`src/sv/crt_pkg.sv`:
```
package crt_pkg;

    // Field widths of the words on the channels.
    localparam int CMD_W    = 2;
    localparam int IDX_W    = 11;
    localparam int LEN_W    = 32;
    localparam int STATUS_W = 3;
    localparam int MISS_W   = 10;
    localparam int CNT_W    = 11;
    localparam int REJ_W    = 32;
    localparam int BYTES_W  = 48;

    // Default bitmap size in chunks.
    localparam int MAX_CHUNKS_DEF = 1024;

    // The bitmap is held as words of 32 flags.
    localparam int WORD_W  = 32;
    localparam int WORD_SH = 5;
    localparam int SCAN_W  = IDX_W - WORD_SH;

    // Command codes.
    localparam logic [CMD_W-1:0] CMD_RECORD = 2'd0;
    localparam logic [CMD_W-1:0] CMD_FIND   = 2'd1;
    localparam logic [CMD_W-1:0] CMD_CLEAR  = 2'd2;

    // Status codes.
    localparam logic [STATUS_W-1:0] ST_OK         = 3'd0;
    localparam logic [STATUS_W-1:0] ST_RANGE      = 3'd1;
    localparam logic [STATUS_W-1:0] ST_DIGEST     = 3'd2;
    localparam logic [STATUS_W-1:0] ST_DUP        = 3'd3;
    localparam logic [STATUS_W-1:0] ST_INCOMPLETE = 3'd4;

    // Position of the lowest set bit of a bitmap word.
    function automatic logic [WORD_SH-1:0] lowest_set(input logic [WORD_W-1:0] v);
        logic [WORD_SH-1:0] pos;
        pos = '0;
        for (int i = WORD_W - 1; i >= 0; i--) begin
            if (v[i]) begin
                pos = WORD_SH'(i);
            end
        end
        return pos;
    endfunction

endpackage

```
`src/sv/crt_ram.sv`:
```
module crt_ram #(
    parameter int WIDTH = 32,
    parameter int DEPTH = 32
) (
    input  logic                                     aclk,
    input  logic                                     wr_en,
    input  logic [((DEPTH > 1) ? $clog2(DEPTH) : 1)-1:0] wr_addr,
    input  logic [WIDTH-1:0]                         wr_data,
    input  logic                                     rd_en,
    input  logic [((DEPTH > 1) ? $clog2(DEPTH) : 1)-1:0] rd_addr,
    output logic [WIDTH-1:0]                         rd_data
);

    logic [WIDTH-1:0] mem [DEPTH];
    logic [WIDTH-1:0] rd_data_reg;

    // One write port and one registered read port; read data holds when not enabled.
    always_ff @(posedge aclk) begin
        if (wr_en) begin
            mem[wr_addr] <= wr_data;
        end
        if (rd_en) begin
            rd_data_reg <= mem[rd_addr];
        end
    end

    assign rd_data = rd_data_reg;

endmodule

```
`src/sv/chunk_receipt_tracker_core.sv`:
```
// Chunk receipt tracker.
// Input channel (s_valid/s_ready) takes one command word: record a chunk, find the
// next missing chunk from a start index, or clear the tracker. Every command gives
// exactly one result word on the output channel (m_valid/m_ready) carrying a status,
// the missing index of a find, the received, rejected and byte totals and a
// completion flag. The chunk count of the packet is written over the cfg channel,
// which is always ready; it should only be changed while the tracker is idle.
// The received flags live in a one-port-read, one-port-write RAM of 32-bit words.
// A record reads its RAM word on acceptance, then does the update and write-back;
// a range error reads nothing. A find reads one bitmap word per cycle. A clear
// sweeps the whole RAM before its result.
// After reset the same sweep zeroes the RAM: s_ready stays low until it ends. The
// result sits in an output register, so a new command is accepted while the
// previous result waits; when the receiver stalls, the tracker holds its next
// finished result and accepts nothing further until the output register is free.
module chunk_receipt_tracker_core #(
    parameter int MAX_CHUNKS = crt_pkg::MAX_CHUNKS_DEF
) (
    input  logic                             aclk,
    input  logic                             aresetn,

    input  logic                             cfg_valid,
    output logic                             cfg_ready,
    input  logic [crt_pkg::IDX_W-1:0]        cfg_chunk_total,

    input  logic                             s_valid,
    output logic                             s_ready,
    input  logic [crt_pkg::CMD_W-1:0]        s_cmd,
    input  logic [crt_pkg::IDX_W-1:0]        s_chunk_index,
    input  logic [crt_pkg::LEN_W-1:0]        s_payload_len,
    input  logic                             s_digest_match,

    output logic                             m_valid,
    input  logic                             m_ready,
    output logic [crt_pkg::STATUS_W-1:0]     m_status,
    output logic [crt_pkg::MISS_W-1:0]       m_missing_index,
    output logic [crt_pkg::CNT_W-1:0]        m_received_total,
    output logic [crt_pkg::REJ_W-1:0]        m_rejected_total,
    output logic [crt_pkg::BYTES_W-1:0]      m_byte_total,
    output logic                             m_complete
);

    import crt_pkg::*;

    localparam int WORDS  = (MAX_CHUNKS + WORD_W - 1) / WORD_W;
    localparam int ADDR_W = (WORDS > 1) ? $clog2(WORDS) : 1;

    // Controller states.
    localparam logic [2:0] S_INIT  = 3'd0;
    localparam logic [2:0] S_IDLE  = 3'd1;
    localparam logic [2:0] S_EXEC  = 3'd2;
    localparam logic [2:0] S_FIND  = 3'd3;
    localparam logic [2:0] S_CLEAR = 3'd4;

    // Operations finished in the execute state.
    localparam logic [1:0] OP_REC = 2'd0;
    localparam logic [1:0] OP_ERR = 2'd1;
    localparam logic [1:0] OP_CLR = 2'd2;

    logic [2:0]          state_reg, state_next;
    logic [1:0]          op_reg, op_next;
    logic [ADDR_W-1:0]   clr_addr_reg, clr_addr_next;
    logic [SCAN_W-1:0]   scan_reg, scan_next;
    logic [IDX_W-1:0]    idx_reg, idx_next;
    logic [LEN_W-1:0]    len_reg, len_next;
    logic                match_reg, match_next;
    logic [IDX_W-1:0]    total_reg;

    logic [CNT_W-1:0]    rcv_reg, rcv_next;
    logic [REJ_W-1:0]    rej_reg, rej_next;
    logic [BYTES_W-1:0]  bytes_reg, bytes_next;

    logic                m_valid_reg, m_valid_next;
    logic [STATUS_W-1:0] m_status_reg, m_status_next;
    logic [MISS_W-1:0]   m_missing_reg, m_missing_next;
    logic [CNT_W-1:0]    m_rcv_reg, m_rcv_next;
    logic [REJ_W-1:0]    m_rej_reg, m_rej_next;
    logic [BYTES_W-1:0]  m_bytes_reg, m_bytes_next;
    logic                m_complete_reg, m_complete_next;

    logic                ram_we, ram_re;
    logic [ADDR_W-1:0]   ram_waddr, ram_raddr;
    logic [WORD_W-1:0]   ram_wdata, rd_data;

    logic                out_free;
    logic                total_ok;
    logic                load;
    logic [STATUS_W-1:0] res_status;
    logic [MISS_W-1:0]   res_missing;
    logic [SCAN_W-1:0]   start_word, total_word, last_word;
    logic [IDX_W-1:0]    total_m1;
    logic [WORD_W-1:0]   lo_mask, hi_mask, cand;
    logic [WORD_SH-1:0]  cand_pos;
    logic                bit_set;
    logic [BYTES_W:0]    bytes_sum;

    // Bitmap store.
    crt_ram #(
        .WIDTH (WORD_W),
        .DEPTH (WORDS)
    ) u_map (
        .aclk    (aclk),
        .wr_en   (ram_we),
        .wr_addr (ram_waddr),
        .wr_data (ram_wdata),
        .rd_en   (ram_re),
        .rd_addr (ram_raddr),
        .rd_data (rd_data)
    );

    assign cfg_ready = 1'b1;
    assign s_ready   = (state_reg == S_IDLE);
    assign out_free  = !m_valid_reg || m_ready;
    assign total_ok  = (total_reg != '0) && (32'(total_reg) <= 32'(MAX_CHUNKS));

    // Search window within the word being scanned.
    assign start_word = idx_reg[IDX_W-1:WORD_SH];
    assign total_word = total_reg[IDX_W-1:WORD_SH];
    assign total_m1   = total_reg - IDX_W'(1);
    assign last_word  = total_m1[IDX_W-1:WORD_SH];
    assign lo_mask    = (scan_reg == start_word) ? ({WORD_W{1'b1}} << idx_reg[WORD_SH-1:0])
                                                 : {WORD_W{1'b1}};
    always_comb begin
        if (scan_reg < total_word) begin
            hi_mask = {WORD_W{1'b1}};
        end else if (scan_reg == total_word) begin
            hi_mask = (WORD_W'(1) << total_reg[WORD_SH-1:0]) - WORD_W'(1);
        end else begin
            hi_mask = '0;
        end
    end
    assign cand     = ~rd_data & lo_mask & hi_mask;
    assign cand_pos = lowest_set(cand);

    // Record update helpers.
    assign bit_set   = rd_data[idx_reg[WORD_SH-1:0]];
    assign bytes_sum = (BYTES_W+1)'(bytes_reg) + (BYTES_W+1)'(len_reg);

    // Command sequencing, RAM access and result assembly.
    always_comb begin
        state_next    = state_reg;
        op_next       = op_reg;
        clr_addr_next = clr_addr_reg;
        scan_next     = scan_reg;
        idx_next      = idx_reg;
        len_next      = len_reg;
        match_next    = match_reg;
        rcv_next      = rcv_reg;
        rej_next      = rej_reg;
        bytes_next    = bytes_reg;

        m_valid_next    = m_valid_reg;
        m_status_next   = m_status_reg;
        m_missing_next  = m_missing_reg;
        m_rcv_next      = m_rcv_reg;
        m_rej_next      = m_rej_reg;
        m_bytes_next    = m_bytes_reg;
        m_complete_next = m_complete_reg;

        ram_we    = 1'b0;
        ram_waddr = ADDR_W'(idx_reg[IDX_W-1:WORD_SH]);
        ram_wdata = rd_data | (WORD_W'(1) << idx_reg[WORD_SH-1:0]);
        ram_re    = 1'b0;
        ram_raddr = ADDR_W'(scan_reg);

        load        = 1'b0;
        res_status  = ST_OK;
        res_missing = '0;

        if (m_valid_reg && m_ready) begin
            m_valid_next = 1'b0;
        end

        unique case (state_reg) inside
            S_INIT, S_CLEAR: begin
                ram_we        = 1'b1;
                ram_waddr     = clr_addr_reg;
                ram_wdata     = '0;
                clr_addr_next = clr_addr_reg + ADDR_W'(1);
                if (clr_addr_reg == ADDR_W'(WORDS - 1)) begin
                    clr_addr_next = '0;
                    if (state_reg == S_INIT) begin
                        state_next = S_IDLE;
                    end else begin
                        op_next    = OP_CLR;
                        state_next = S_EXEC;
                    end
                end
            end
            S_IDLE: begin
                if (s_valid) begin
                    idx_next   = s_chunk_index;
                    len_next   = s_payload_len;
                    match_next = s_digest_match;
                    scan_next  = s_chunk_index[IDX_W-1:WORD_SH];
                    ram_raddr  = ADDR_W'(s_chunk_index[IDX_W-1:WORD_SH]);
                    op_next    = OP_ERR;
                    state_next = S_EXEC;
                    unique case (s_cmd)
                        CMD_RECORD: begin
                            if (total_ok && (s_chunk_index < total_reg)) begin
                                op_next = OP_REC;
                                ram_re  = 1'b1;
                            end
                        end
                        CMD_FIND: begin
                            if (total_ok && (s_chunk_index <= total_reg)) begin
                                ram_re     = 1'b1;
                                state_next = S_FIND;
                            end
                        end
                        CMD_CLEAR: begin
                            rcv_next      = '0;
                            rej_next      = '0;
                            bytes_next    = '0;
                            clr_addr_next = '0;
                            state_next    = S_CLEAR;
                        end
                        default: begin
                            op_next = OP_ERR;
                        end
                    endcase
                end
            end
            S_EXEC: begin
                if (out_free) begin
                    load       = 1'b1;
                    state_next = S_IDLE;
                    unique case (op_reg)
                        OP_REC: begin
                            if (!match_reg) begin
                                res_status = ST_DIGEST;
                                if (rej_reg != '1) begin
                                    rej_next = rej_reg + REJ_W'(1);
                                end
                            end else if (bit_set) begin
                                res_status = ST_DUP;
                            end else begin
                                ram_we = 1'b1;
                                if (rcv_reg != '1) begin
                                    rcv_next = rcv_reg + CNT_W'(1);
                                end
                                bytes_next = bytes_sum[BYTES_W] ? {BYTES_W{1'b1}}
                                                                : bytes_sum[BYTES_W-1:0];
                            end
                        end
                        OP_CLR: begin
                            res_status = ST_OK;
                        end
                        default: begin
                            res_status = ST_RANGE;
                        end
                    endcase
                end
            end
            S_FIND: begin
                if (cand != '0) begin
                    if (out_free) begin
                        load        = 1'b1;
                        res_status  = ST_OK;
                        res_missing = MISS_W'({scan_reg, cand_pos});
                        state_next  = S_IDLE;
                    end
                end else if (scan_reg >= last_word) begin
                    if (out_free) begin
                        load       = 1'b1;
                        res_status = ST_INCOMPLETE;
                        state_next = S_IDLE;
                    end
                end else begin
                    scan_next = scan_reg + SCAN_W'(1);
                    ram_re    = 1'b1;
                    ram_raddr = ADDR_W'(scan_reg + SCAN_W'(1));
                end
            end
            default: begin
                state_next = S_IDLE;
            end
        endcase

        // Capture the finished result word.
        if (load) begin
            m_valid_next    = 1'b1;
            m_status_next   = res_status;
            m_missing_next  = res_missing;
            m_rcv_next      = rcv_next;
            m_rej_next      = rej_next;
            m_bytes_next    = bytes_next;
            m_complete_next = total_ok && (rcv_next == total_reg);
        end
    end

    // Control state and counters.
    always_ff @(posedge aclk) begin
        if (!aresetn) begin
            state_reg    <= S_INIT;
            op_reg       <= OP_ERR;
            clr_addr_reg <= '0;
            total_reg    <= '0;
            rcv_reg      <= '0;
            rej_reg      <= '0;
            bytes_reg    <= '0;
            m_valid_reg  <= 1'b0;
        end else begin
            state_reg    <= state_next;
            op_reg       <= op_next;
            clr_addr_reg <= clr_addr_next;
            rcv_reg      <= rcv_next;
            rej_reg      <= rej_next;
            bytes_reg    <= bytes_next;
            m_valid_reg  <= m_valid_next;
            if (cfg_valid) begin
                total_reg <= cfg_chunk_total;
            end
        end
    end

    // Command and result payload.
    always_ff @(posedge aclk) begin
        scan_reg       <= scan_next;
        idx_reg        <= idx_next;
        len_reg        <= len_next;
        match_reg      <= match_next;
        m_status_reg   <= m_status_next;
        m_missing_reg  <= m_missing_next;
        m_rcv_reg      <= m_rcv_next;
        m_rej_reg      <= m_rej_next;
        m_bytes_reg    <= m_bytes_next;
        m_complete_reg <= m_complete_next;
    end

    assign m_valid          = m_valid_reg;
    assign m_status         = m_status_reg;
    assign m_missing_index  = m_missing_reg;
    assign m_received_total = m_rcv_reg;
    assign m_rejected_total = m_rej_reg;
    assign m_byte_total     = m_bytes_reg;
    assign m_complete       = m_complete_reg;

endmodule
```
`config.mk`:
```
export PLATFORM = sky130hd
export DESIGN_NAME = chunk_receipt_tracker_core
export DESIGN_NICKNAME = d
export VERILOG_FILES = /design/src/sv/crt_pkg.sv /design/src/sv/crt_ram.sv /design/src/sv/chunk_receipt_tracker_core.sv
export SDC_FILE = /design/constraint.sdc
export NUM_CORES = 2
export LEC_CHECK = 0
export BUFFER_PORTS_ARGS = -buffer_cell sky130_fd_sc_hd__buf_2
export CAP_MARGIN = 5
export CORE_MARGIN = 2
export CORE_UTILIZATION = 33
export DETAILED_ROUTE_END_ITERATION = 6
export GPL_TIMING_DRIVEN = 0
export PLACE_DENSITY = 0.55
export SYNTH_ARGS = -nofsm -noshare
export SYNTH_HDL_FRONTEND = slang
export SYNTH_HIERARCHICAL = 1
export SYNTH_SLANG_ARGS = --single-unit
```
`constraint.sdc`:
```
create_clock -name aclk -period 18.1 [get_ports aclk]
set_input_delay 2.715 -clock aclk [delete_from_list [all_inputs] [get_ports aclk]]
set_output_delay 2.715 -clock aclk [all_outputs]
set_load 0.01 [all_outputs]
```
==> results.md <==
Pwr:
- Dividing total power by cell area gives a power density of 92.7 nW/um2.
- The peak supply drop is 0.0000968 V.
- The leakage power total is 23.8 nW.

Logic synthesis:
- Among all flip-flop cells after synthesis, the most frequent one is sky130_fd_sc_hd__edfxtp_1.
- After synthesis, the most frequently instantiated cells are 1211 x sky130_fd_sc_hd__edfxtp_1, 533 x sky130_fd_sc_hd__mux2i_1, 274 x sky130_fd_sc_hd__nand2_1.
- In this run, synthesis produced a sequential element count of 1324.
- Counting distinct cell types in the post-synthesis netlist gives 98.
- Counting flops with an async set or reset pin after synthesis yields a share of 0%.
- The average footprint of a synthesized cell is roughly 14 um2.
- Yosys printed 6 warnings.
- In the post-synthesis netlist, the biggest area contributors are sky130_fd_sc_hd__edfxtp_1 63%, sky130_fd_sc_hd__mux2i_1 9.3%, sky130_fd_sc_hd__dfxtp_1 3.9%.
- Synthesis handed over a netlist of 4105 instances.
- The synthesized netlist occupies a cell area of roughly 57000 um2.
- Synthesis produced a netlist with a net count of roughly 4200.
- Counting flops with a built-in enable in the synthesized netlist gives 1211.
- sky130_fd_sc_hd__edfxtp_1 is the most common cell in the netlist.
- The area fraction of the dominant cell type after synthesis is 63.4%.
- Summing the sequential cell areas from Yosys gives roughly two thirds of the chip area.
- The largest total area in the synthesized netlist belongs to sky130_fd_sc_hd__edfxtp_1.

Cells and area:
- The layout-stage area growth over the synthesis result is 17.0%.
- The number of fillers in the final layout is between 15000 and 20000.
- The finished layout holds 6920 standard cells, fillers aside.
- The net total in the final layout is around 4600.
- The fraction of layout instances using a drive strength above 1 is between 10% and 20%.
- The area taken by multi-input logic gates is about 18000 um2.
- The total area of sequential cells is 38600 um2.
- The register with the most flip-flops in the layout has between 1000 and 1500 of them.

Worst setup path:
- The worst setup path is captured at a register.
- The critical path in this run is classified as reg2reg.
- The biggest cell delay along the critical path is around 0.66 ns.
- The startpoint identified for the worst register-to-register timing path is total_reg[2].
- Data on the critical path arrives at its endpoint at 8.17 ns.
- The number of cells on the worst reg-to-reg path is 23.
- Along the worst path, the maximum fanout reaches 10.
- The worst flop-to-flop path endpoint is u_map/rd_data[28].
- Traced cell by cell, the critical path runs through clkbuf_1 > buf_2 > nor3_2 > nand2_1 > ha_1 > buf_2 > buf_2 > buf_6 > nand2_1 > o22ai_1 > o21ai_0 > o32ai_1 > nor3b_1 > nand4_2 > nor4_4 > mux2i_1 > o221ai_1 > or2_2 > clkbuf_1 > clkbuf_1 > nor3_1 > a31oi_1 > nand3_1.
- For this design, the slowest cell found on the critical path is sky130_fd_sc_hd__nor4_4.
- The data required time of the critical path is roughly 19 ns.
- The startpoint kind of the worst setup timing path is a register.
- Setup slack on the worst reg-to-reg path comes out at ~10 ns.

Global route:
- In the global route stage, overall resource usage came out at 18.7%.
- The initial antenna violation count is 14.
- The via count of the first global-routing pass is 35500.
- After global routing the overflow that remains totals 0.
- The wire length of the first global-routing pass is roughly 250000 um.
- Entering global routing, the biggest net connects 41 pins.

Place:
- The pre-CTS setup slack is slightly above 10 ns.
- The number of instances in the placed design is 6660.
- The count of port buffers added during placement is 168.
- The HPWL after detailed placement is 119000 um.
- At the end of routability-driven placement, the weighted congestion stood at 0.904.

STA:
- The part of the cycle the worst path needs is 42.4%.
- The final worst slack is 10.43 ns.
- Setup repair after global routing left no endpoint under its margin.
- The sum of negative setup slack is 0 ns.
- On the final layout, the worst clock skew is 0.0351 ns.
- The final setup violation count is 0.
- The count of endpoints failing hold in the final timing report is 0.
- The remaining max-slew budget at the tightest pin is 8.98%.
- Timing would allow up to 130 MHz.
- The number of pins with negative max-slew slack in the final report is 0.
- The shortest clock period the worst path allows after layout is 7.67 ns.
- The transition time at the pin with the least slew margin is 1.37 ns.

Route:
- The starting DRC count in detailed routing is 3487.
- The DRC violation count after routing is 0.
- The total number of vias is 36800.
- The first-pass detailed-route iteration total is 6.
- The count of nets left with antenna violations after detail routing is 0.
- The mean routed wirelength per cell is about 25 um.
- The total detailed-routing wirelength is 170000 um.
- Using the TritonRoute via totals, the vias-per-cell ratio works out to 5.31.

Clocking:
- The tree built by TritonCTS fans out to 1324 sinks.
- The clock passes through at most 3 buffers.
- The insertion delay of the later-clocked pin in the worst-skew pair is 0.80 ns.
- The number of buffers inserted for hold repair after clock tree synthesis is 0.
- The H-tree generated during clock tree synthesis spans 4 levels.
- The CTS root buffer is sky130_fd_sc_hd__clkbuf_16.
- The CTS tree is built.
- Counting the buffers created by CTS gives 143.
- After clock tree synthesis, the clock-pin slew on the worst setup and hold paths is 0.06 ns.
- The number of gates resized after CTS was 0.
- Once the clock tree was built, the setup fixing pass inserted 0 buffers.

Floorplan:
- The core footprint is ~170000 um2.
- The area of the die is 177000 um2.
- The number of top-level design ports is 170.
- From left edge to right edge, the die measures 421 um.
- The die span in y is approximately 420 um.
- Once the floorplan was initialized, standard cells occupied 33.1% of the core.
- Row generation in the floorplan step produced approximately 150 rows.

Run:
- Across the run, the number of max-cap violations was 0.

Hold path:
- The worst hold path begins at clr_addr_reg[4].
- The path class of the tightest hold or removal check is reg2reg.
- The worst hold path terminates at clr_addr_reg[4].
- The number of cells on the worst hold path is 2.

Status:
- The run finished with clean final reports.
==> worst max-delay path by stage <==
stage	startpoint	to	slack, ns	cells past startpoint
floorplan	total_reg[2]	m_byte_total[0]	9.78	16
global placement	total_reg[0]	m_byte_total[26]	6.32	17
detailed placement	total_reg[2]	u_map/rd_data[24]	10.40	23
CTS	total_reg[2]	u_map/rd_data[24]	10.36	23
global route	total_reg[2]	u_map/rd_data[24]	10.01	22
finish	total_reg[2]	u_map/rd_data[28]	10.43	23
==> kinds of logic (layout without fill, tap and decap cells) <==
group	count (synthesis)	count (layout)	synth area share, %
AND/OR/NAND/NOR	962	962	8.32
other	1	7	0.00654
multiplexers	540	540	9.58
XOR/XNOR	49	49	0.748
buffers and inverters	297	781	2.57
AO/OA/AOI/OAI	867	867	10.0
flip-flops	1324	1324	67.3
adder cells (fa/ha/maj)	65	65	1.43
==> metrics by stage <==
stage	total power, W	util [%]	area, um2	hold slack (ns)
3_5_place_dp	0.00354	36.2	62700	0.488
3_3_place_gp	0.00353	35.3	61100	0.484
6_report	0.00622	38.7	67100	0.492
4_1_cts	0.00628	38.7	67100	0.497
2_1_floorplan	0.00347	-	57400	0.455
5_1_grt	0.00640	38.7	67100	0.529
==> cell usage in the layout (no fill, tap or decap), drive strengths merged, types with 19 or more instances in the layout <==
cell and instances:
nand2 274, nand2b 22, dfxtp 113, and2 77
clkbuf 296, a21oi 267, xnor2 31, and3 31
buf 352, nand3 160, o31ai 23, clkinv 59
a21o 19, or3 22, nor2 184, ha 64
nor3 77, a31oi 95, nand4 28, a22oi 101
edfxtp 1211, inv 63, a22o 72, o21ai 112
mux2i 533
==> worst max-delay path: cells and delay by family, from the launching register on <==
kind                       cells  cell delay, ns
adders and majority gates      1            0.31
muxes                          1            0.16
buffers and inverters          7            1.97
AOI/OAI and AO/OA              5            1.86
and+or+nand+nor                9            2.73
DFF                            1            0.30
==> layer usage <==
layer | routed length [um] | global-route usage, %
met2 | 80500 | 30.5
met4 | 4780 | 5.91
met3 | 10400 | 3.07
met5 | 12 | 0
met1 | 73900 | 25.4
==> report_power, final <==
group	switching (W)	leakage (nW)	internal (W)	total, W
Clock	0.00120	2.09	0.00155	0.00275
Combinational	0.0000960	9.49	0.0000479	0.000144
Sequential	0.00000823	12.2	0.00332	0.00333
==> cell type report <==
cell class / instances / share of cell area (%)
Multi-Input combinational cell: 2484 / 26.3
Inverter: 54 / 0.304
Tap cell: 2325 / 4.34
Buffer: 243 / 1.89
Clock buffer: 175 / 5.53
Timing Repair Buffer: 230 / 3.08
Clock inverter: 79 / 0.921
Sequential cell: 1324 / 57.6
Antenna cell: 6 / 0.0224
Power figures use the tool's default switching activity.
